===== config.mk =====
export PLATFORM = sky130hd
export DESIGN_NAME = kt_mulq
export DESIGN_NICKNAME = d
export VERILOG_FILES = /design/src/sv/kt_pkg.sv /design/src/sv/kt_mulq.sv
export SDC_FILE = /design/constraint.sdc
export NUM_CORES = 2
export LEC_CHECK = 0
export BUFFER_PORTS_ARGS = -buffer_cell sky130_fd_sc_hd__buf_2
export CAP_MARGIN = 10
export CORE_UTILIZATION = 44
export CTS_CLUSTER_SIZE = 12
export DETAILED_ROUTE_END_ITERATION = 8
export HOLD_SLACK_MARGIN = 0.15
export MAX_ROUTING_LAYER = met4
export PLACE_DENSITY = 0.56
export SYNTH_ARGS = -nofsm -noshare
export SYNTH_HDL_FRONTEND = slang
export SYNTH_SLANG_ARGS = --single-unit

===== constraint.sdc =====
create_clock -name clk_i -period 23 [get_ports clk_i]
set_clock_uncertainty 0.2 [all_clocks]
set_input_delay 4.6 -clock clk_i [delete_from_list [all_inputs] [get_ports clk_i]]
set_output_delay 4.6 -clock clk_i [all_outputs]
set_load 0.1 [all_outputs]

===== src/sv/kt_pkg.sv =====
`timescale 1ns / 1ps
// ----------------------------------------------------------------------------
// Kalman tracker package
// Shared types, constants, saturation helpers and the sequencer microcode.
// ----------------------------------------------------------------------------
package kt_pkg;

  localparam int unsigned ADDR_W = 6;
  localparam int unsigned PC_W   = 7;

  typedef logic [ADDR_W-1:0] addr_t;

  localparam logic signed [47:0] LIM48 = 48'sh7FFF_FFFF_FFFF;

  localparam logic [1:0] MODE_PREDICT = 2'd0;
  localparam logic [1:0] MODE_UPDATE  = 2'd1;
  localparam logic [1:0] MODE_QUERY   = 2'd2;

  localparam logic [1:0] REG_PROCESS_NOISE = 2'd0;
  localparam logic [1:0] REG_MEASURE_NOISE = 2'd1;
  localparam logic [1:0] REG_INITIAL_COV   = 2'd2;

  localparam logic [15:0] PN_RESET = 16'd128;
  localparam logic [15:0] RN_RESET = 16'd1280;
  localparam logic [23:0] IC_RESET = 24'd256000;

  // Work memory map.
  localparam addr_t A_X   = 6'd16;
  localparam addr_t A_Y   = 6'd17;
  localparam addr_t A_VX  = 6'd18;
  localparam addr_t A_VY  = 6'd19;
  localparam addr_t A_S00 = 6'd20;
  localparam addr_t A_S01 = 6'd21;
  localparam addr_t A_S10 = 6'd22;
  localparam addr_t A_S11 = 6'd23;
  localparam addr_t A_DET = 6'd24;
  localparam addr_t A_K0  = 6'd25;
  localparam addr_t A_K1  = 6'd29;
  localparam addr_t A_Y0  = 6'd33;
  localparam addr_t A_Y1  = 6'd34;
  localparam addr_t A_OLD = 6'd35;
  localparam addr_t A_QX  = 6'd43;
  localparam addr_t A_QY  = 6'd44;

  // Operand sources that are not memory entries.
  localparam addr_t A_SPECIAL = 6'd48;
  localparam addr_t A_ZERO    = 6'd48;
  localparam addr_t A_ONE     = 6'd49;
  localparam addr_t A_DT      = 6'd50;
  localparam addr_t A_ZX      = 6'd51;
  localparam addr_t A_ZY      = 6'd52;
  localparam addr_t A_RN      = 6'd53;
  localparam addr_t A_PN      = 6'd54;
  localparam addr_t A_IC      = 6'd55;

  localparam int unsigned UC_PRED = 0;
  localparam int unsigned UC_UPD  = 22;
  localparam int unsigned UC_INIT = 65;
  localparam int unsigned UC_QRY  = 85;
  localparam int unsigned UC_LEN  = 87;

  typedef struct packed {
    logic [1:0] mode;
    logic [23:0] dt;
    logic [15:0] meas_x;
    logic [15:0] meas_y;
  } kt_in_t;

  typedef struct packed {
    logic signed [31:0] pos_x;
    logic signed [31:0] pos_y;
    logic signed [31:0] vel_x;
    logic signed [31:0] vel_y;
    logic               is_tracking;
  } kt_out_t;

  typedef enum logic {OP_ALU, OP_DIV} op_e;

  // dst = E +/- (A*B +/- C*D), or dst = (A*B +/- C*D) / E for a divide.
  typedef struct packed {
    op_e   op;
    logic  tsub;
    logic  osub;
    logic  sat32;
    logic  last;
    addr_t dst;
    addr_t a;
    addr_t b;
    addr_t c;
    addr_t d;
    addr_t e;
  } uinstr_t;

  typedef struct packed {
    logic              start;
    logic signed [47:0] a;
    logic signed [47:0] b;
  } kt_req_t;

  typedef struct packed {
    logic              done;
    logic signed [47:0] res;
  } kt_rsp_t;

  function automatic logic signed [47:0] sat48(logic signed [48:0] v);
    logic signed [47:0] r;
    begin
      if (v > 49'sh0_7FFF_FFFF_FFFF) begin
        r = LIM48;
      end else if (v < -49'sh0_7FFF_FFFF_FFFF) begin
        r = -LIM48;
      end else begin
        r = v[47:0];
      end
      return r;
    end
  endfunction

  function automatic logic signed [47:0] sat32(logic signed [47:0] v);
    logic signed [47:0] r;
    begin
      if (v > 48'sh0000_7FFF_FFFF) begin
        r = 48'sh0000_7FFF_FFFF;
      end else if (v < -48'sh0000_8000_0000) begin
        r = -48'sh0000_8000_0000;
      end else begin
        r = v;
      end
      return r;
    end
  endfunction

  function automatic uinstr_t ucode(logic [PC_W-1:0] pc);
    uinstr_t u;
    int k;
    int m;
    int i;
    int j;
    begin
      u = '0;
      u.op = OP_ALU;
      u.a = A_ZERO;
      u.b = A_ONE;
      u.c = A_ZERO;
      u.d = A_ZERO;
      u.e = A_ZERO;
      k = int'(pc);
      if (k < int'(UC_UPD)) begin
        if (k < 2) begin
          u.dst = addr_t'(int'(A_X) + k);
          u.a = addr_t'(int'(A_VX) + k);
          u.b = A_DT;
          u.e = u.dst;
          u.sat32 = 1'b1;
        end else if (k < 10) begin
          m = k - 2;
          u.dst = addr_t'(m);
          u.a = A_DT;
          u.b = addr_t'(m + 8);
          u.e = u.dst;
        end else if (k < 18) begin
          m = k - 10;
          i = m / 2;
          j = m % 2;
          u.dst = addr_t'(i * 4 + j);
          u.a = A_DT;
          u.b = addr_t'(i * 4 + j + 2);
          u.e = u.dst;
        end else begin
          m = k - 18;
          u.dst = addr_t'(m * 5);
          u.a = A_PN;
          u.e = u.dst;
          u.last = (m == 3);
        end
      end else if (k < int'(UC_INIT)) begin
        m = k - int'(UC_UPD);
        if (m == 0) begin
          u.dst = A_S00;
          u.a = A_RN;
          u.e = 6'd0;
        end else if (m == 1) begin
          u.dst = A_S01;
          u.a = 6'd1;
        end else if (m == 2) begin
          u.dst = A_S10;
          u.a = 6'd4;
        end else if (m == 3) begin
          u.dst = A_S11;
          u.a = A_RN;
          u.e = 6'd5;
        end else if (m == 4) begin
          u.dst = A_DET;
          u.a = A_S00;
          u.b = A_S11;
          u.c = A_S01;
          u.d = A_S10;
          u.tsub = 1'b1;
        end else if (m < 9) begin
          i = m - 5;
          u.op = OP_DIV;
          u.dst = addr_t'(int'(A_K0) + i);
          u.a = addr_t'(4 * i);
          u.b = A_S11;
          u.c = addr_t'(4 * i + 1);
          u.d = A_S10;
          u.tsub = 1'b1;
          u.e = A_DET;
        end else if (m < 13) begin
          i = m - 9;
          u.op = OP_DIV;
          u.dst = addr_t'(int'(A_K1) + i);
          u.a = addr_t'(4 * i + 1);
          u.b = A_S00;
          u.c = addr_t'(4 * i);
          u.d = A_S01;
          u.tsub = 1'b1;
          u.e = A_DET;
        end else if (m < 15) begin
          i = m - 13;
          u.dst = addr_t'(int'(A_Y0) + i);
          u.a = addr_t'(int'(A_X) + i);
          u.e = (i == 0) ? A_ZX : A_ZY;
          u.osub = 1'b1;
        end else if (m < 19) begin
          i = m - 15;
          u.dst = addr_t'(int'(A_X) + i);
          u.a = addr_t'(int'(A_K0) + i);
          u.b = A_Y0;
          u.c = addr_t'(int'(A_K1) + i);
          u.d = A_Y1;
          u.e = u.dst;
          u.sat32 = 1'b1;
        end else if (m < 27) begin
          i = m - 19;
          u.dst = addr_t'(int'(A_OLD) + i);
          u.a = addr_t'(i);
        end else begin
          i = (m - 27) / 4;
          j = (m - 27) % 4;
          u.dst = addr_t'(m - 27);
          u.a = addr_t'(int'(A_K0) + i);
          u.b = addr_t'(int'(A_OLD) + j);
          u.c = addr_t'(int'(A_K1) + i);
          u.d = addr_t'(int'(A_OLD) + 4 + j);
          u.e = u.dst;
          u.osub = 1'b1;
          u.last = (m == 42);
        end
      end else if (k < int'(UC_QRY)) begin
        m = k - int'(UC_INIT);
        if (m < 2) begin
          u.dst = addr_t'(int'(A_X) + m);
          u.a = (m == 0) ? A_ZX : A_ZY;
        end else if (m < 4) begin
          u.dst = addr_t'(int'(A_X) + m);
        end else begin
          i = m - 4;
          u.dst = addr_t'(i);
          u.a = ((i % 5) == 0) ? A_IC : A_ZERO;
          u.last = (m == 19);
        end
      end else begin
        m = k - int'(UC_QRY);
        u.dst = addr_t'(int'(A_QX) + m);
        u.a = addr_t'(int'(A_VX) + m);
        u.b = A_DT;
        u.e = addr_t'(int'(A_X) + m);
        u.sat32 = 1'b1;
        u.last = (m == 1);
      end
      return u;
    end
  endfunction

endpackage


===== src/sv/kt_mulq.sv =====
`timescale 1ns / 1ps
// ----------------------------------------------------------------------------
// Kalman tracker fixed-point multiplier
// Q.16 product of two 48-bit values built from four 24x24 partial products,
// truncated toward zero and saturated to the 48-bit range.
// ----------------------------------------------------------------------------
module kt_mulq import kt_pkg::*; (
  input  logic    clk_i,
  input  logic    rst_ni,
  input  kt_req_t req_i,
  output kt_rsp_t rsp_o
);

  logic        busy_q, fin_q, done_q, neg_q;
  logic [1:0]  cnt_q;
  logic [47:0] ma_q, mb_q;
  logic [95:0] acc_q;
  logic signed [47:0] p_q;
  logic [23:0] ah, bh;
  logic [47:0] pp;
  logic [95:0] pp_sh;
  logic signed [47:0] r;

  assign ah = cnt_q[1] ? ma_q[47:24] : ma_q[23:0];
  assign bh = cnt_q[0] ? mb_q[47:24] : mb_q[23:0];
  assign pp = ah * bh;

  always_comb begin
    case (cnt_q)
      2'd0: pp_sh = {48'd0, pp};
      2'd3: pp_sh = {pp, 48'd0};
      default: pp_sh = {24'd0, pp, 24'd0};
    endcase
  end

  assign r = (|acc_q[95:63]) ? LIM48 : $signed({1'b0, acc_q[62:16]});

  always_ff @(posedge clk_i or negedge rst_ni) begin
    if (!rst_ni) begin
      busy_q <= 1'b0;
      fin_q  <= 1'b0;
      done_q <= 1'b0;
      cnt_q  <= 2'd0;
    end else begin
      done_q <= 1'b0;
      if (req_i.start) begin
        busy_q <= 1'b1;
        fin_q  <= 1'b0;
        cnt_q  <= 2'd0;
      end else if (busy_q) begin
        cnt_q <= cnt_q + 2'd1;
        if (cnt_q == 2'd3) begin
          busy_q <= 1'b0;
          fin_q  <= 1'b1;
        end
      end else if (fin_q) begin
        fin_q  <= 1'b0;
        done_q <= 1'b1;
      end
    end
  end

  always_ff @(posedge clk_i) begin
    if (req_i.start) begin
      neg_q <= req_i.a[47] ^ req_i.b[47];
      ma_q  <= req_i.a[47] ? 48'(-req_i.a) : req_i.a;
      mb_q  <= req_i.b[47] ? 48'(-req_i.b) : req_i.b;
      acc_q <= '0;
    end else if (busy_q) begin
      acc_q <= acc_q + pp_sh;
    end
    if (fin_q) begin
      p_q <= neg_q ? -r : r;
    end
  end

  assign rsp_o.done = done_q;
  assign rsp_o.res  = p_q;

endmodule


Word-level counts from Yosys, hierarchy flattened

Cells that the tools add are included.

Memories kept: 0
Register bits after elaboration: 246
RAM bits: 0
Word-level logic and storage cells: 41
Bits in read-only memories: 0
Bits in latches: 0
Output and inout bits: 49

$lt $le $gt $ge: 0
Multiply operators: 1
Add/sub/neg operators: 5
Eq/ne operators: 2
Shifts and indexed selects: 0
Div/mod/pow operators: 0
Reduce and logical (&&, ||, !) cells: 3
Bitwise logic cells: 1
Mux-type cells: 18

Operators by type and width:

| kind                                                                     | count |
|---|---|
| 96-bit case mux with 2 select lines                                      | 1 |
| 47-bit two-way mux                                                       | 3 |
| 96-bit adder                                                             | 1 |
| 48-bit negator                                                           | 2 |
| 24-bit by 24-bit multiplier with 48-bit output                           | 1 |
| 24-bit two-way mux                                                       | 2 |
| 48-bit two-way mux                                                       | 1 |
| 47-bit negator with 48-bit output                                        | 1 |
| 33-bit OR reduction                                                      | 1 |
| 1-bit two-way mux                                                        | 9 |
| 2-bit two-way mux                                                        | 2 |
| 3-bit by 2-bit inequality test with 1-bit output (second input constant) | 1 |
| 2-bit by 1-bit adder with 2-bit output (second input constant)           | 1 |
| 2-bit == test (second input constant)                                    | 1 |
| 2-bit logical NOT                                                        | 1 |
| 2-bit nonzero test                                                       | 1 |
| 1-bit XOR                                                                | 1 |

Logic depth before layout (Yosys ltp)

Depth in word-level cells: 4
Gate-level depth with buffers: 45
Depth with buffers taken out: 40

Worst setup path before layout

Ideal clock, no wire load.

Path type: reg2reg
Start: reg cnt_q[1]
End: reg acc_q[95]
Setup slack: 12350 ps
Data arrival time: 10329 ps
Stages on the path, launching flop included: 43
Data required time: 22679 ps
Path through: dfrtp_1 clkbuf_1 clkbuf_1 clkbuf_1 mux2i_1 clkbuf_1 nor2_1 fa_1 fa_1 inv_1 fa_1 inv_1 fa_1 inv_1 fa_1 inv_1 fa_1 inv_1 [... 7 more ...] o21ai_0 a31oi_1 a211o_1 o21bai_1 xnor2_1 o22ai_1 ha_1 clkbuf_1 nand2_1 nor2_1 nand2_1 or3_1 or4_1 a21oi_1 o221ai_1 and3_1 o21a_1 mux2_2

Cells in the longest elaborated chain, start to end: 4
Elaborated cells between the ends (all ways): 6
Classes of those cells: add/sub: 1; mul: 1; eq/ne: 1; mux: 2; reduce/logical: 1

RTL lines:

| item                                           | RTL line      | source |
|---|---|---|
| start, declared                                | kt_mulq.sv:15 | `logic [1:0] cnt_q;` |
| start signal, assigned                         | kt_mulq.sv:51 | `cnt_q <= cnt_q + 2'd1;` |
| 24-bit two-way mux                             | kt_mulq.sv:24 | `assign ah = cnt_q[1] ? ma_q[47:24] : ma_q[23:0];` |
| 24-bit by 24-bit multiplier with 48-bit output | kt_mulq.sv:26 | `assign pp = ah * bh;` |
| 96-bit case mux with 2 select lines *          | kt_mulq.sv:29 | `case (cnt_q)` |
| 96-bit adder *                                 | kt_mulq.sv:70 | `acc_q <= acc_q + pp_sh;` |
| end signal, assigned                           | kt_mulq.sv:70 |  |
| end, declared                                  | kt_mulq.sv:17 | `logic [95:0] acc_q;` |

Every way passes the cells marked *; elsewhere a longest branch is shown, timed or not.
A chain may end at the register's enable or synchronous reset.

Final worst setup path

Start: reg cnt_q[1]
End: reg acc_q[93]

The elaborated chain is that of the path after synthesis.

==> out/metrics.yaml <==
status: "complete, no violations"
synth_flop_cell: "edfxtp_1"
detail_route.wl_per_cell_um: 22.5
cts.sinks: 246
area_delta_synth_final_pct: 7.61
syn_nets: 5204
crit_type: "register to register"
cp-end-kind: "register"
synth_common_cells: "inv_1, nand2_1, fa_1"
yosysSeqAreaShare_pct: 17.3
synth_warnings: 0
global_route.usage.met2_pct: 45.8
syn_area_um2: 37100
drv_slew: 0
cp_slowest_stage_delay_ns: 0.95
vias: 31184
grtUsageTotal_pct: 29.6
fin_crit_ns: 12.61
hold_path_class: "register to register"
clk_pin_slew_ns: 0.07
critPathSlowestCell: "mux2i_1"
syn_area_per_cell_um2: 8.53
post_cts_resized: 0
relSlewSlack_pct: 20.6
ctsHoldBuffers: 0
crit_path_frequent_cell: "fa_1"
tns_ns: 0
drtAntennaViolNets: 0
grt_first_pass_wirelength_mm: 187
grt_max_degree: 91
dp_hpwl_mm: 99.5
fin_crit_sh_pct: 54.8
synth_edf_count: 145
required_ns: 23.37
grt_busiest_layer: "met2"
clock-root-buffer: "clkbuf_16"
drive_gt1_share_pct: 7.56
rows: 106
met3_usage_pct: 4.22
crit_fanout: 51
fill_cells: 8228
cap_violations: 0
grt_pass1_vias: 30456
rsz0062_at_grt: "no"
synth-seq-cells: 246
clock_latency_ns: 0.64
ys_async_sr_fraction_pct: 2.03
yosysMostFrequentCell: "inv_1"
dpl.cell_count: 5416
tightest_slew_ns: 1.17
start_util_pct: 44.4
nets: 5226
cts_buffer_depth: 3
gp_congestion: 0.990
htree_levels: 1
first_pass_iters: 6
fin_cells: 5473
io_pins: 148
final-setup-viol-count: 0
die_w_um: 292
cts_tree: "yes"
die_h_um: 292
cp.arrival_ns: 12.98
synth_top_area_share_pct: 26.1
hold_viol_final: 0
final_util_pct: 47.7
synth_area_leader_cell: "fa_1"
drc_errors: 0
coreArea_um2: 83600
max_freq_mhz: 79.3
cts_buffers: 31
drt_wl_total_mm: 123
die_area_um2: 85400
use_met1_pct: 40.5
critPathLaunchType: "register"
synth.area.top_cells: "fa_1, edfxtp_1, ha_1"
synth_cells: 4347
port-buffer-count: 147
cts_setup_buffers: 0
drtIter0Drc: 2459
antenna_found_initial: 1
grt.overflow.total: 0
ys_types: 77
vias_per_cell: 5.70
[stage by stage]
stage | setup slack [ns] | instance area, um^2 | hold WS, ns
final | 10.39 | 39900 | 0.284
after CTS | 10.61 | 39900 | 0.287
after global placement | 10.83 | 38800 | 0.270
after global routing | 9.86 | 39900 | 0.311
after floorplan | 12.35 | 37100 | 0.232
after detailed placement | 10.63 | 38800 | 0.278
[state kept, by name, summed over array words and instances (netlist names)]
signal and cells:
acc_q 96, done_q 1, busy_q 1, cnt_q 2, fin_q 1, p_q 48
mb_q 48, ma_q 48, neg_q 1
[path summary, 6_finish.rpt]
path | to | start | depth (start not counted) | slack (ns)
min in group asynchronous | busy_q$_DFF_PN0_ | rst_ni | 1 | 3.67
worst max register to register | acc_q[93]$_SDFFE_PP0P_ | cnt_q[1]$_DFFE_PN0P_ | 37 | 10.39
worst min-delay path | acc_q[87]$_SDFFE_PP0P_ | acc_q[87]$_SDFFE_PP0P_ | 2 | 0.28
max in group asynchronous | cnt_q[0]$_DFFE_PN0P_ | rst_ni | 1 | 18.64
worst max-delay path | acc_q[93]$_SDFFE_PP0P_ | cnt_q[1]$_DFFE_PN0P_ | 37 | 10.39
worst min register to register | acc_q[87]$_SDFFE_PP0P_ | acc_q[87]$_SDFFE_PP0P_ | 2 | 0.28
[cell type report]
cell class | instances | area, um^2 | area share (%)
well taps | 1080 | 1350 | 3.39
diodes | 2 | 5.00 | 0.0125
inverters | 611 | 2290 | 5.75
clock inverters | 18 | 268 | 0.671
multi-input cells | 3282 | 27600 | 69.3
repair buffers | 197 | 1120 | 2.80
clock buffers | 37 | 808 | 2.03
flip-flops and latches | 246 | 6410 | 16.1
[layer usage]
layer  wire length (um)  vias up  part of all wire (%)
li1                   -    14401                     -
met1              54900    15525                    45
met2              55900     1083                    46
met3               8380      175                   6.8
met4               3740        0                   3.0
met5                  0        -                     0
[critical path: cells and delay by family, from the launching register on]
family | cells | cell delay (ns)
flip-flops | 1 | 0.34
buffers and inverters | 7 | 0.86
AO/OA/AOI/OAI | 9 | 3.37
AND/OR/NAND/NOR | 10 | 2.18
adder cells (fa/ha/maj) | 9 | 4.37
XOR/XNOR | 1 | 0.17
multiplexers | 1 | 0.95
[placed cells by master (no fill, tap or decap), types with 55 or more instances in the layout]
master	Yosys	final
edfxtp_1	145	145
nand2_1	518	518
mux2i_1	85	77
xnor2_1	178	178
nand4_1	56	56
a21o_1	86	86
nor2_1	479	477
inv_1	611	611
a21oi_1	219	219
fa_1	483	483
and2_1	55	55
xor2_1	55	55
buf_2	1	146
o21ai_0	210	210
ha_1	275	275
dfxtp_1	96	96
[cells by family after synthesis]
family                     after synthesis  share of synthesized area (%)
xor gates and xnor gates               233                           5.51
buffers and inverters                  819                           8.33
AOI/OAI and AO/OA                      789                           13.5
DFF                                    246                           17.3
muxes                                  132                           3.72
and+or+nand+nor                       1370                           16.4
adders and majority gates              758                           35.4
Power is not shown: default switching activity piles up to over one toggle a cycle in this logic, so the estimate is an artifact.
