**config.mk**
```make
export PLATFORM = sky130hd
export DESIGN_NAME = kt_divq
export DESIGN_NICKNAME = d
export VERILOG_FILES = /design/src/sv/kt_pkg.sv /design/src/sv/kt_divq.sv
export SDC_FILE = /design/constraint.sdc
export NUM_CORES = 1
export LEC_CHECK = 0
export BUFFER_PORTS_ARGS = -buffer_cell sky130_fd_sc_hd__clkbuf_2
export CAP_MARGIN = 5
export CORE_ASPECT_RATIO = 1.4
export CORE_MARGIN = 3
export CORE_UTILIZATION = 60
export CTS_CLUSTER_DIAMETER = 50
export DETAILED_ROUTE_END_ITERATION = 8
export PLACE_DENSITY = 0.77
export SYNTH_ARGS = -nofsm -noshare
export SYNTH_HDL_FRONTEND = slang
export SYNTH_SLANG_ARGS = --single-unit
```
**constraint.sdc**
```tcl
create_clock -name clk_i -period 6.4 [get_ports clk_i]
set_clock_uncertainty 0.2 [all_clocks]
set_input_delay 0.96 -clock clk_i [delete_from_list [all_inputs] [get_ports clk_i]]
set_output_delay 0.96 -clock clk_i [all_outputs]
set_load 0.02 [all_outputs]
```
**src/sv/kt_pkg.sv**
```systemverilog
`timescale 1ns / 1ps
// ----------------------------------------------------------------------------
// Kalman tracker package
// Shared types, constants, saturation helpers and the sequencer microcode.
// ----------------------------------------------------------------------------
package kt_pkg;

  localparam int unsigned ADDR_W = 6;
  localparam int unsigned PC_W   = 7;

  typedef logic [ADDR_W-1:0] addr_t;

  localparam logic signed [47:0] LIM48 = 48'sh7FFF_FFFF_FFFF;

  localparam logic [1:0] MODE_PREDICT = 2'd0;
  localparam logic [1:0] MODE_UPDATE  = 2'd1;
  localparam logic [1:0] MODE_QUERY   = 2'd2;

  localparam logic [1:0] REG_PROCESS_NOISE = 2'd0;
  localparam logic [1:0] REG_MEASURE_NOISE = 2'd1;
  localparam logic [1:0] REG_INITIAL_COV   = 2'd2;

  localparam logic [15:0] PN_RESET = 16'd128;
  localparam logic [15:0] RN_RESET = 16'd1280;
  localparam logic [23:0] IC_RESET = 24'd256000;

  // Work memory map.
  localparam addr_t A_X   = 6'd16;
  localparam addr_t A_Y   = 6'd17;
  localparam addr_t A_VX  = 6'd18;
  localparam addr_t A_VY  = 6'd19;
  localparam addr_t A_S00 = 6'd20;
  localparam addr_t A_S01 = 6'd21;
  localparam addr_t A_S10 = 6'd22;
  localparam addr_t A_S11 = 6'd23;
  localparam addr_t A_DET = 6'd24;
  localparam addr_t A_K0  = 6'd25;
  localparam addr_t A_K1  = 6'd29;
  localparam addr_t A_Y0  = 6'd33;
  localparam addr_t A_Y1  = 6'd34;
  localparam addr_t A_OLD = 6'd35;
  localparam addr_t A_QX  = 6'd43;
  localparam addr_t A_QY  = 6'd44;

  // Operand sources that are not memory entries.
  localparam addr_t A_SPECIAL = 6'd48;
  localparam addr_t A_ZERO    = 6'd48;
  localparam addr_t A_ONE     = 6'd49;
  localparam addr_t A_DT      = 6'd50;
  localparam addr_t A_ZX      = 6'd51;
  localparam addr_t A_ZY      = 6'd52;
  localparam addr_t A_RN      = 6'd53;
  localparam addr_t A_PN      = 6'd54;
  localparam addr_t A_IC      = 6'd55;

  localparam int unsigned UC_PRED = 0;
  localparam int unsigned UC_UPD  = 22;
  localparam int unsigned UC_INIT = 65;
  localparam int unsigned UC_QRY  = 85;
  localparam int unsigned UC_LEN  = 87;

  typedef struct packed {
    logic [1:0] mode;
    logic [23:0] dt;
    logic [15:0] meas_x;
    logic [15:0] meas_y;
  } kt_in_t;

  typedef struct packed {
    logic signed [31:0] pos_x;
    logic signed [31:0] pos_y;
    logic signed [31:0] vel_x;
    logic signed [31:0] vel_y;
    logic               is_tracking;
  } kt_out_t;

  typedef enum logic {OP_ALU, OP_DIV} op_e;

  // dst = E +/- (A*B +/- C*D), or dst = (A*B +/- C*D) / E for a divide.
  typedef struct packed {
    op_e   op;
    logic  tsub;
    logic  osub;
    logic  sat32;
    logic  last;
    addr_t dst;
    addr_t a;
    addr_t b;
    addr_t c;
    addr_t d;
    addr_t e;
  } uinstr_t;

  typedef struct packed {
    logic              start;
    logic signed [47:0] a;
    logic signed [47:0] b;
  } kt_req_t;

  typedef struct packed {
    logic              done;
    logic signed [47:0] res;
  } kt_rsp_t;

  function automatic logic signed [47:0] sat48(logic signed [48:0] v);
    logic signed [47:0] r;
    begin
      if (v > 49'sh0_7FFF_FFFF_FFFF) begin
        r = LIM48;
      end else if (v < -49'sh0_7FFF_FFFF_FFFF) begin
        r = -LIM48;
      end else begin
        r = v[47:0];
      end
      return r;
    end
  endfunction

  function automatic logic signed [47:0] sat32(logic signed [47:0] v);
    logic signed [47:0] r;
    begin
      if (v > 48'sh0000_7FFF_FFFF) begin
        r = 48'sh0000_7FFF_FFFF;
      end else if (v < -48'sh0000_8000_0000) begin
        r = -48'sh0000_8000_0000;
      end else begin
        r = v;
      end
      return r;
    end
  endfunction

  function automatic uinstr_t ucode(logic [PC_W-1:0] pc);
    uinstr_t u;
    int k;
    int m;
    int i;
    int j;
    begin
      u = '0;
      u.op = OP_ALU;
      u.a = A_ZERO;
      u.b = A_ONE;
      u.c = A_ZERO;
      u.d = A_ZERO;
      u.e = A_ZERO;
      k = int'(pc);
      if (k < int'(UC_UPD)) begin
        if (k < 2) begin
          u.dst = addr_t'(int'(A_X) + k);
          u.a = addr_t'(int'(A_VX) + k);
          u.b = A_DT;
          u.e = u.dst;
          u.sat32 = 1'b1;
        end else if (k < 10) begin
          m = k - 2;
          u.dst = addr_t'(m);
          u.a = A_DT;
          u.b = addr_t'(m + 8);
          u.e = u.dst;
        end else if (k < 18) begin
          m = k - 10;
          i = m / 2;
          j = m % 2;
          u.dst = addr_t'(i * 4 + j);
          u.a = A_DT;
          u.b = addr_t'(i * 4 + j + 2);
          u.e = u.dst;
        end else begin
          m = k - 18;
          u.dst = addr_t'(m * 5);
          u.a = A_PN;
          u.e = u.dst;
          u.last = (m == 3);
        end
      end else if (k < int'(UC_INIT)) begin
        m = k - int'(UC_UPD);
        if (m == 0) begin
          u.dst = A_S00;
          u.a = A_RN;
          u.e = 6'd0;
        end else if (m == 1) begin
          u.dst = A_S01;
          u.a = 6'd1;
        end else if (m == 2) begin
          u.dst = A_S10;
          u.a = 6'd4;
        end else if (m == 3) begin
          u.dst = A_S11;
          u.a = A_RN;
          u.e = 6'd5;
        end else if (m == 4) begin
          u.dst = A_DET;
          u.a = A_S00;
          u.b = A_S11;
          u.c = A_S01;
          u.d = A_S10;
          u.tsub = 1'b1;
        end else if (m < 9) begin
          i = m - 5;
          u.op = OP_DIV;
          u.dst = addr_t'(int'(A_K0) + i);
          u.a = addr_t'(4 * i);
          u.b = A_S11;
          u.c = addr_t'(4 * i + 1);
          u.d = A_S10;
          u.tsub = 1'b1;
          u.e = A_DET;
        end else if (m < 13) begin
          i = m - 9;
          u.op = OP_DIV;
          u.dst = addr_t'(int'(A_K1) + i);
          u.a = addr_t'(4 * i + 1);
          u.b = A_S00;
          u.c = addr_t'(4 * i);
          u.d = A_S01;
          u.tsub = 1'b1;
          u.e = A_DET;
        end else if (m < 15) begin
          i = m - 13;
          u.dst = addr_t'(int'(A_Y0) + i);
          u.a = addr_t'(int'(A_X) + i);
          u.e = (i == 0) ? A_ZX : A_ZY;
          u.osub = 1'b1;
        end else if (m < 19) begin
          i = m - 15;
          u.dst = addr_t'(int'(A_X) + i);
          u.a = addr_t'(int'(A_K0) + i);
          u.b = A_Y0;
          u.c = addr_t'(int'(A_K1) + i);
          u.d = A_Y1;
          u.e = u.dst;
          u.sat32 = 1'b1;
        end else if (m < 27) begin
          i = m - 19;
          u.dst = addr_t'(int'(A_OLD) + i);
          u.a = addr_t'(i);
        end else begin
          i = (m - 27) / 4;
          j = (m - 27) % 4;
          u.dst = addr_t'(m - 27);
          u.a = addr_t'(int'(A_K0) + i);
          u.b = addr_t'(int'(A_OLD) + j);
          u.c = addr_t'(int'(A_K1) + i);
          u.d = addr_t'(int'(A_OLD) + 4 + j);
          u.e = u.dst;
          u.osub = 1'b1;
          u.last = (m == 42);
        end
      end else if (k < int'(UC_QRY)) begin
        m = k - int'(UC_INIT);
        if (m < 2) begin
          u.dst = addr_t'(int'(A_X) + m);
          u.a = (m == 0) ? A_ZX : A_ZY;
        end else if (m < 4) begin
          u.dst = addr_t'(int'(A_X) + m);
        end else begin
          i = m - 4;
          u.dst = addr_t'(i);
          u.a = ((i % 5) == 0) ? A_IC : A_ZERO;
          u.last = (m == 19);
        end
      end else begin
        m = k - int'(UC_QRY);
        u.dst = addr_t'(int'(A_QX) + m);
        u.a = addr_t'(int'(A_VX) + m);
        u.b = A_DT;
        u.e = addr_t'(int'(A_X) + m);
        u.sat32 = 1'b1;
        u.last = (m == 1);
      end
      return u;
    end
  endfunction

endpackage

```
**src/sv/kt_divq.sv**
```systemverilog
`timescale 1ns / 1ps
// ----------------------------------------------------------------------------
// Kalman tracker fixed-point divider
// Restoring divider, one quotient bit per cycle, giving (|n| << 16) / |d|
// with sign and saturation; a zero divisor saturates at once unless n is zero.
// ----------------------------------------------------------------------------
module kt_divq import kt_pkg::*; (
  input  logic    clk_i,
  input  logic    rst_ni,
  input  kt_req_t req_i,
  output kt_rsp_t rsp_o
);

  logic        busy_q, fin_q, done_q, neg_q;
  logic [5:0]  cnt_q;
  logic [47:0] ud_q, rem_q;
  logic [62:0] dvd_q;
  logic signed [47:0] q_q;
  logic [47:0] un, ud;
  logic [49:0] trial;
  logic        ge;
  logic signed [47:0] qs;

  assign un = req_i.a[47] ? 48'(-req_i.a) : req_i.a;
  assign ud = req_i.b[47] ? 48'(-req_i.b) : req_i.b;
  assign trial = {1'b0, rem_q, dvd_q[62]} - {2'b00, ud_q};
  assign ge = !trial[49];
  assign qs = (|dvd_q[62:47]) ? LIM48 : $signed({1'b0, dvd_q[46:0]});

  always_ff @(posedge clk_i or negedge rst_ni) begin
    if (!rst_ni) begin
      busy_q <= 1'b0;
      fin_q  <= 1'b0;
      done_q <= 1'b0;
      cnt_q  <= 6'd0;
    end else begin
      done_q <= 1'b0;
      fin_q  <= 1'b0;
      if (req_i.start) begin
        cnt_q <= 6'd0;
        if (ud == 48'd0) begin
          busy_q <= 1'b0;
          done_q <= 1'b1;
        end else begin
          busy_q <= 1'b1;
        end
      end else if (busy_q) begin
        cnt_q <= cnt_q + 6'd1;
        if (cnt_q == 6'd62) begin
          busy_q <= 1'b0;
          fin_q  <= 1'b1;
        end
      end else if (fin_q) begin
        done_q <= 1'b1;
      end
    end
  end

  always_ff @(posedge clk_i) begin
    if (req_i.start) begin
      neg_q <= req_i.a[47] ^ req_i.b[47];
      ud_q  <= ud;
      rem_q <= '0;
      dvd_q <= {(un[47] ? 47'h7FFF_FFFF_FFFF : un[46:0]), 16'd0};
      if (req_i.a == 48'sd0) begin
        q_q <= '0;
      end else begin
        q_q <= req_i.a[47] ? -LIM48 : LIM48;
      end
    end else if (busy_q) begin
      rem_q <= ge ? trial[47:0] : {rem_q[46:0], dvd_q[62]};
      dvd_q <= {dvd_q[61:0], ge};
    end else if (fin_q) begin
      q_q <= neg_q ? -qs : qs;
    end
  end

  assign rsp_o.done = done_q;
  assign rsp_o.res  = q_q;

endmodule

```
# After elaboration in Yosys (flattened, before gate mapping)
# Cells that the tools add are included.
# classes
n_reduce_logical	7
n_bitwise	1
n_addsub	5
muxes	26
n_eq_ne	2
# op_table
cell	n
2-to-1 mux 48 bit	9
2-to-1 mux 63 bit	2
logical NOT 48 bit	2
negator 48 bit	2
2-to-1 mux 47 bit	2
subtractor 49 x 48 -> 50 bit	1
negator 47 -> 48 bit	1
OR reduction 16 bit	1
2-to-1 mux 6 bit	2
2-to-1 mux 1 bit	11
adder 6 x 1 -> 6 bit (second input constant)	1
== test 6 bit (second input constant)	1
nonzero test 2 bit	2
!= test 2 bit (second input constant)	1
AND reduction 2 bit	1
logical NOT 1 bit	1
bitwise XOR 1 bit	1
# word_totals
word_cells	51
ff_bits	217
output_inout_bits	49
in_bits	99

# Longest topological paths before layout
# depth
depth_word	7
mapped_depth	15
ltp_nobuf	14

# Worst setup path before layout
# OpenSTA, ideal clock, no wires.
# synth_path
path_type	input to register
start	input port req_i[24] (netlist name)
end	register done_q
t_arrival_ns	4.512
setup_time_ns	0.072
setup_slack_ns	1.616
n_path_buf	0
path_stages	10
t_required_ns	6.128
cell_sequence	or4_4 -> or4_4 -> or4_4 -> or3b_4 -> o41ai_4 -> xnor2_1 -> or4b_1 -> or4_1 -> o31ai_2 -> and2_1
# synth_between
elab_chain_cells	5
# synth_lines
item	line_no	text
start: declaration	kt_divq.sv:10	input kt_req_t req_i,
negator 48 bit	kt_divq.sv:25	assign ud = req_i.b[47] ? 48'(-req_i.b) : req_i.b;
2-to-1 mux 48 bit	kt_divq.sv:25	
via ud[45]	kt_divq.sv:19	logic [47:0] un, ud;
logical NOT 48 bit	kt_divq.sv:41	if (ud == 48'd0) begin
2-to-1 mux 1 bit	kt_divq.sv:41	
2-to-1 mux 1 bit	kt_divq.sv:39	if (req_i.start) begin
end signal: assignment	kt_divq.sv:34	done_q <= 1'b0;
end signal: assignment	kt_divq.sv:37	done_q <= 1'b0;
end signal: assignment	kt_divq.sv:43	done_q <= 1'b1;
end: declaration	kt_divq.sv:14	logic busy_q, fin_q, done_q, neg_q;
# The timed path passes the listed nets, and every way through them passes these cells.
# A chain may end at the register's enable or synchronous reset.

# Final worst setup path
# layout_path
start	register dvd_q[57]
end	register q_q[34] (data pin)
# layout_between
elab_chain_cells	7
# layout_lines
item	line_no	text
start: declaration	kt_divq.sv:17	logic [62:0] dvd_q;
start signal: assignment	kt_divq.sv:64	dvd_q <= {(un[47] ? 47'h7FFF_FFFF_FFFF : un[46:0]), 16'd0};
start signal: assignment	kt_divq.sv:72	dvd_q <= {dvd_q[61:0], ge};
OR reduction 16 bit *	kt_divq.sv:28	assign qs = (|dvd_q[62:47]) ? LIM48 : $signed({1'b0, dvd_q[46:0]});
2-to-1 mux 47 bit *	kt_divq.sv:28	
negator 47 -> 48 bit	kt_divq.sv:74	q_q <= neg_q ? -qs : qs;
2-to-1 mux 48 bit *	kt_divq.sv:74	
2-to-1 mux 48 bit *	kt_divq.sv:73	end else if (fin_q) begin
2-to-1 mux 48 bit *	kt_divq.sv:70	end else if (busy_q) begin
2-to-1 mux 48 bit *	kt_divq.sv:60	if (req_i.start) begin
end signal: assignment	kt_divq.sv:68	q_q <= req_i.a[47] ? -LIM48 : LIM48;
end signal: assignment	kt_divq.sv:74	
end: declaration	kt_divq.sv:18	logic signed [47:0] q_q;
# Mark *: on every way between the ends. The rest lies on a longest branch, timed or not. The select of a mux whose other input is x is not followed.

==> summary.md <==
| Metric | Value |
|---|---|
| 1st-pass router iterations | `6` |
| DP HPWL | `28,100 microns` |
| Clk root buf | `clkbuf_16` |
| Final #Nets | `1,943` |
| Clock latency on the worst-skew pair | `530 ps` |
| Setup tns final | `0 ps` |
| Xor/xnor cell area share of the yosys netlist | `9.22%` |
| IO buf count | `147` |
| Tmin final | `5270 ps` |
| Crit-path max cell delay | `620 ps` |
| Vias | `13,000` |
| Unique masters post-synth | `67` |
| CTS Hold Bufs | `0` |
| Asr flop ratio synth | `4.15%` |
| RSZ-0062 raised after global routing | `no` |
| Synth Cell Area | `14,800 sq um` |
| Top FF cell, synth | `edfxtp_1` |
| Post-route DRC | `0` |
| Num rows | `67` |
| Clock-pin slew on the worst setup and hold paths | `70 ps` |
| Fin area | `16,400 sq um` |
| Footprint of the multi-input gates | `8360 sq um` |
| Die H | `192 microns` |
| Power Total | `0.00402 W` |
| Core ar. | `24,100 sq um` |
| Die ar. | `26,700 sq um` |
| Adder-cell share of the synthesized area | `4.69%` |
| Avg Cell Area, Syn | `8.72 sq um` |
| First-pass GRT wire length | `61,000 microns` |
| Post-synth top area share | `29.2%` |
| Worst Hold Slack | `71.1 ps` |
| Remaining antenna violation count | `0` |
| Simple-gate share of the synthesized area | `18.5%` |
| Clock buffer depth | `3` |
| Htree depth | `1` |
| GRT Residual Overflow | `0` |
| Filler cells | `2,003` |
| GRT Total Usage | `27.7%` |
| Cell family with most CP delay | `simple AND/OR/NAND/NOR gates` |
| Arrival time at the worst endpoint | `5310 ps` |
| Most used standard cell by instance count after synthesis | `nand2_1` |
| Initial DRC count | `1,013` |
| Fin. max-slew vios | `0` |
| Tcrit/Tclk final | `82.4%` |
| Ports | `148` |
| Max Fclk | `190 MHz` |
| Ant. Diodes | `0` |
| Placed cell area | `15,700 sq um` |
| Largest family of logic cells by synthesized area | `compound AO/OA/AOI/OAI gates` |
| CTS buffer count | `22` |
| Final Hold Fails | `0` |
| Synth cell count leaders | `nand2_1, o21ai_0, edfxtp_1` |
| Crit Path Max Fanout | `6` |
| M1 WL | `15,200 microns` |
| Peak VDD IR | `0.199 mV` |
| Post-CTS setup buffer count | `0` |
| Synthesized instance count | `1,700` |
| Power density over cell area | `245 nW/um^2` |
| Slew HR | `25.5%` |
| Initial Utilization | `61.4%` |
| WS Path Type | `reg2reg` |
| Mux cell area share after synthesis | `3.58%` |
| PostCTS Resize Cnt | `0` |
| Yosys synthesis warning count | `0` |
| GP Congestion | `0.928` |
| Post-synthesis register bit count | `217` |
| Cells along the critical path | `nor4_1, nand4_1, nor2_1, ha_1, nor3b_1, nand2_1, nor3b_1, nand3_1, or4_1, or3_1, or4_1, a221oi_1, o21ai_0` |
| Critical Path Start | `dvd_q[57]` |
| Die Width | `139 microns` |
| Final setup viols | `0` |
| Area leader, netlist | `edfxtp_1` |
| Static leakage | `6.56 nW` |
| Pin count of the biggest net entering global routing | `78` |
| Hold crit path type | `in2async` |
| Area delta synth->final | `11.0%` |
| Worst r2r src | `dvd_q[57]` |
| Slowest CP cell | `or4_1` |
| Drt via density | `6.15` |
| Number of global-route vias before repair | `12,300` |
| WP data required | `6440 ps` |
| Met2 WL | `19,200 microns` |
| Syn_nets | `1,854` |
| Buf/Inv on CP | `0` |
| Top layer reached by signal wires | `met4` |
| Synth Area in Compound Gates | `20.2%` |
| Final wirelength | `38,000 microns` |
| Initial antenna violation count | `0` |
| Number of flops mapped to enable cells by yosys | `144` |
| CP Launch Type | `register` |
| Largest cells by area after synthesis | `edfxtp_1, dfxtp_1, xnor2_1, o21ai_0, nand2_1` |
| CP Capture Type | `register` |
| Routed length per instance | `18.0 microns` |
| CTS Sinks | `217` |
| Seq/Total Area, Yosys | `39.3%` |
| TritonCTS clock tree | `built` |
| Layout cells sized above 1 | `11.9%` |
| Final setup margin | `1130 ps` |
| Status | `complete, no violations` |
| Sequential standard cell area | `5830 sq um` |
| WL met3 | `1940 microns` |
| Placement Setup Slack | `1140 ps` |
| Max cap viols | `0` |
| Worst Tran Pin Value | `1120 ps` |
-- state kept, by name, summed over array words and instances, names as in the netlist --
signal	count
cnt_q	6
q_q	48
ud_q	48
done_q	1
fin_q	1
dvd_q	63
busy_q	1
neg_q	1
rem_q	48
-- stage by stage --
| step | util, % | std cells |
|---|---|---|
| final | 68.1 | 2115 |
| after global routing | 68.1 | 2115 |
| after CTS | 68.1 | 2115 |
| after detailed placement | 65.1 | 2075 |
| after global placement | 65.1 | 2075 |
| after floorplan | - | 1700 |
-- final timing paths --
path	end	slack [ps]	cells past startpoint
worst max-delay path	q_q[34]	1130	13
worst min-delay path	cnt_q[5]	70	1
worst max register to register	q_q[34]	1130	13
worst min register to register	rem_q[41]	280	2
max in group asynchronous	busy_q	5710	1
min in group clk_i	rem_q[41]	280	2
-- report_power, final --
| part | internal, W | switching (W) |
|---|---|---|
| Combinational | 0.000393 | 0.000605 |
| Sequential | 0.00165 | 0.0000911 |
| Clock | 0.000731 | 0.000553 |
-- kinds of logic after synthesis --
family,count (synthesis)
adders and majority gates,55
and+or+nand+nor,573
DFF,217
buffers and inverters,175
muxes,53
xor gates and xnor gates,156
AOI/OAI and AO/OA,471
-- layout by cell type, fill, tap and decap left out, drive strengths merged, types with 49 or more instances in the layout --
cell type	synthesis	layout
a211oi	49	49
a21oi	74	74
clkbuf	85	171
dfxtp	64	64
edfxtp	144	144
ha	54	54
inv	78	78
mux2i	53	53
nand2	197	197
nor2	141	141
o21ai	185	185
xnor2	125	125
-- routing by layer --
layer	GRT usage (%)	vias to the layer above
met4	12.8	0
met5	0	-
met2	50.0	459
met1	33.2	6060
li1	-	6398
met3	2.96	98
-- cell type report --
type / instances / area share, %
Clock buffer: 25 / 3.48
Clock inverter: 15 / 0.921
Inverter: 78 / 1.78
Multi-Input combinational cell: 1308 / 50.8
Sequential cell: 217 / 35.5
Tap cell: 310 / 2.36
Timing Repair Buffer: 162 / 5.20
Note: power is estimated with default switching activity, not from simulation.
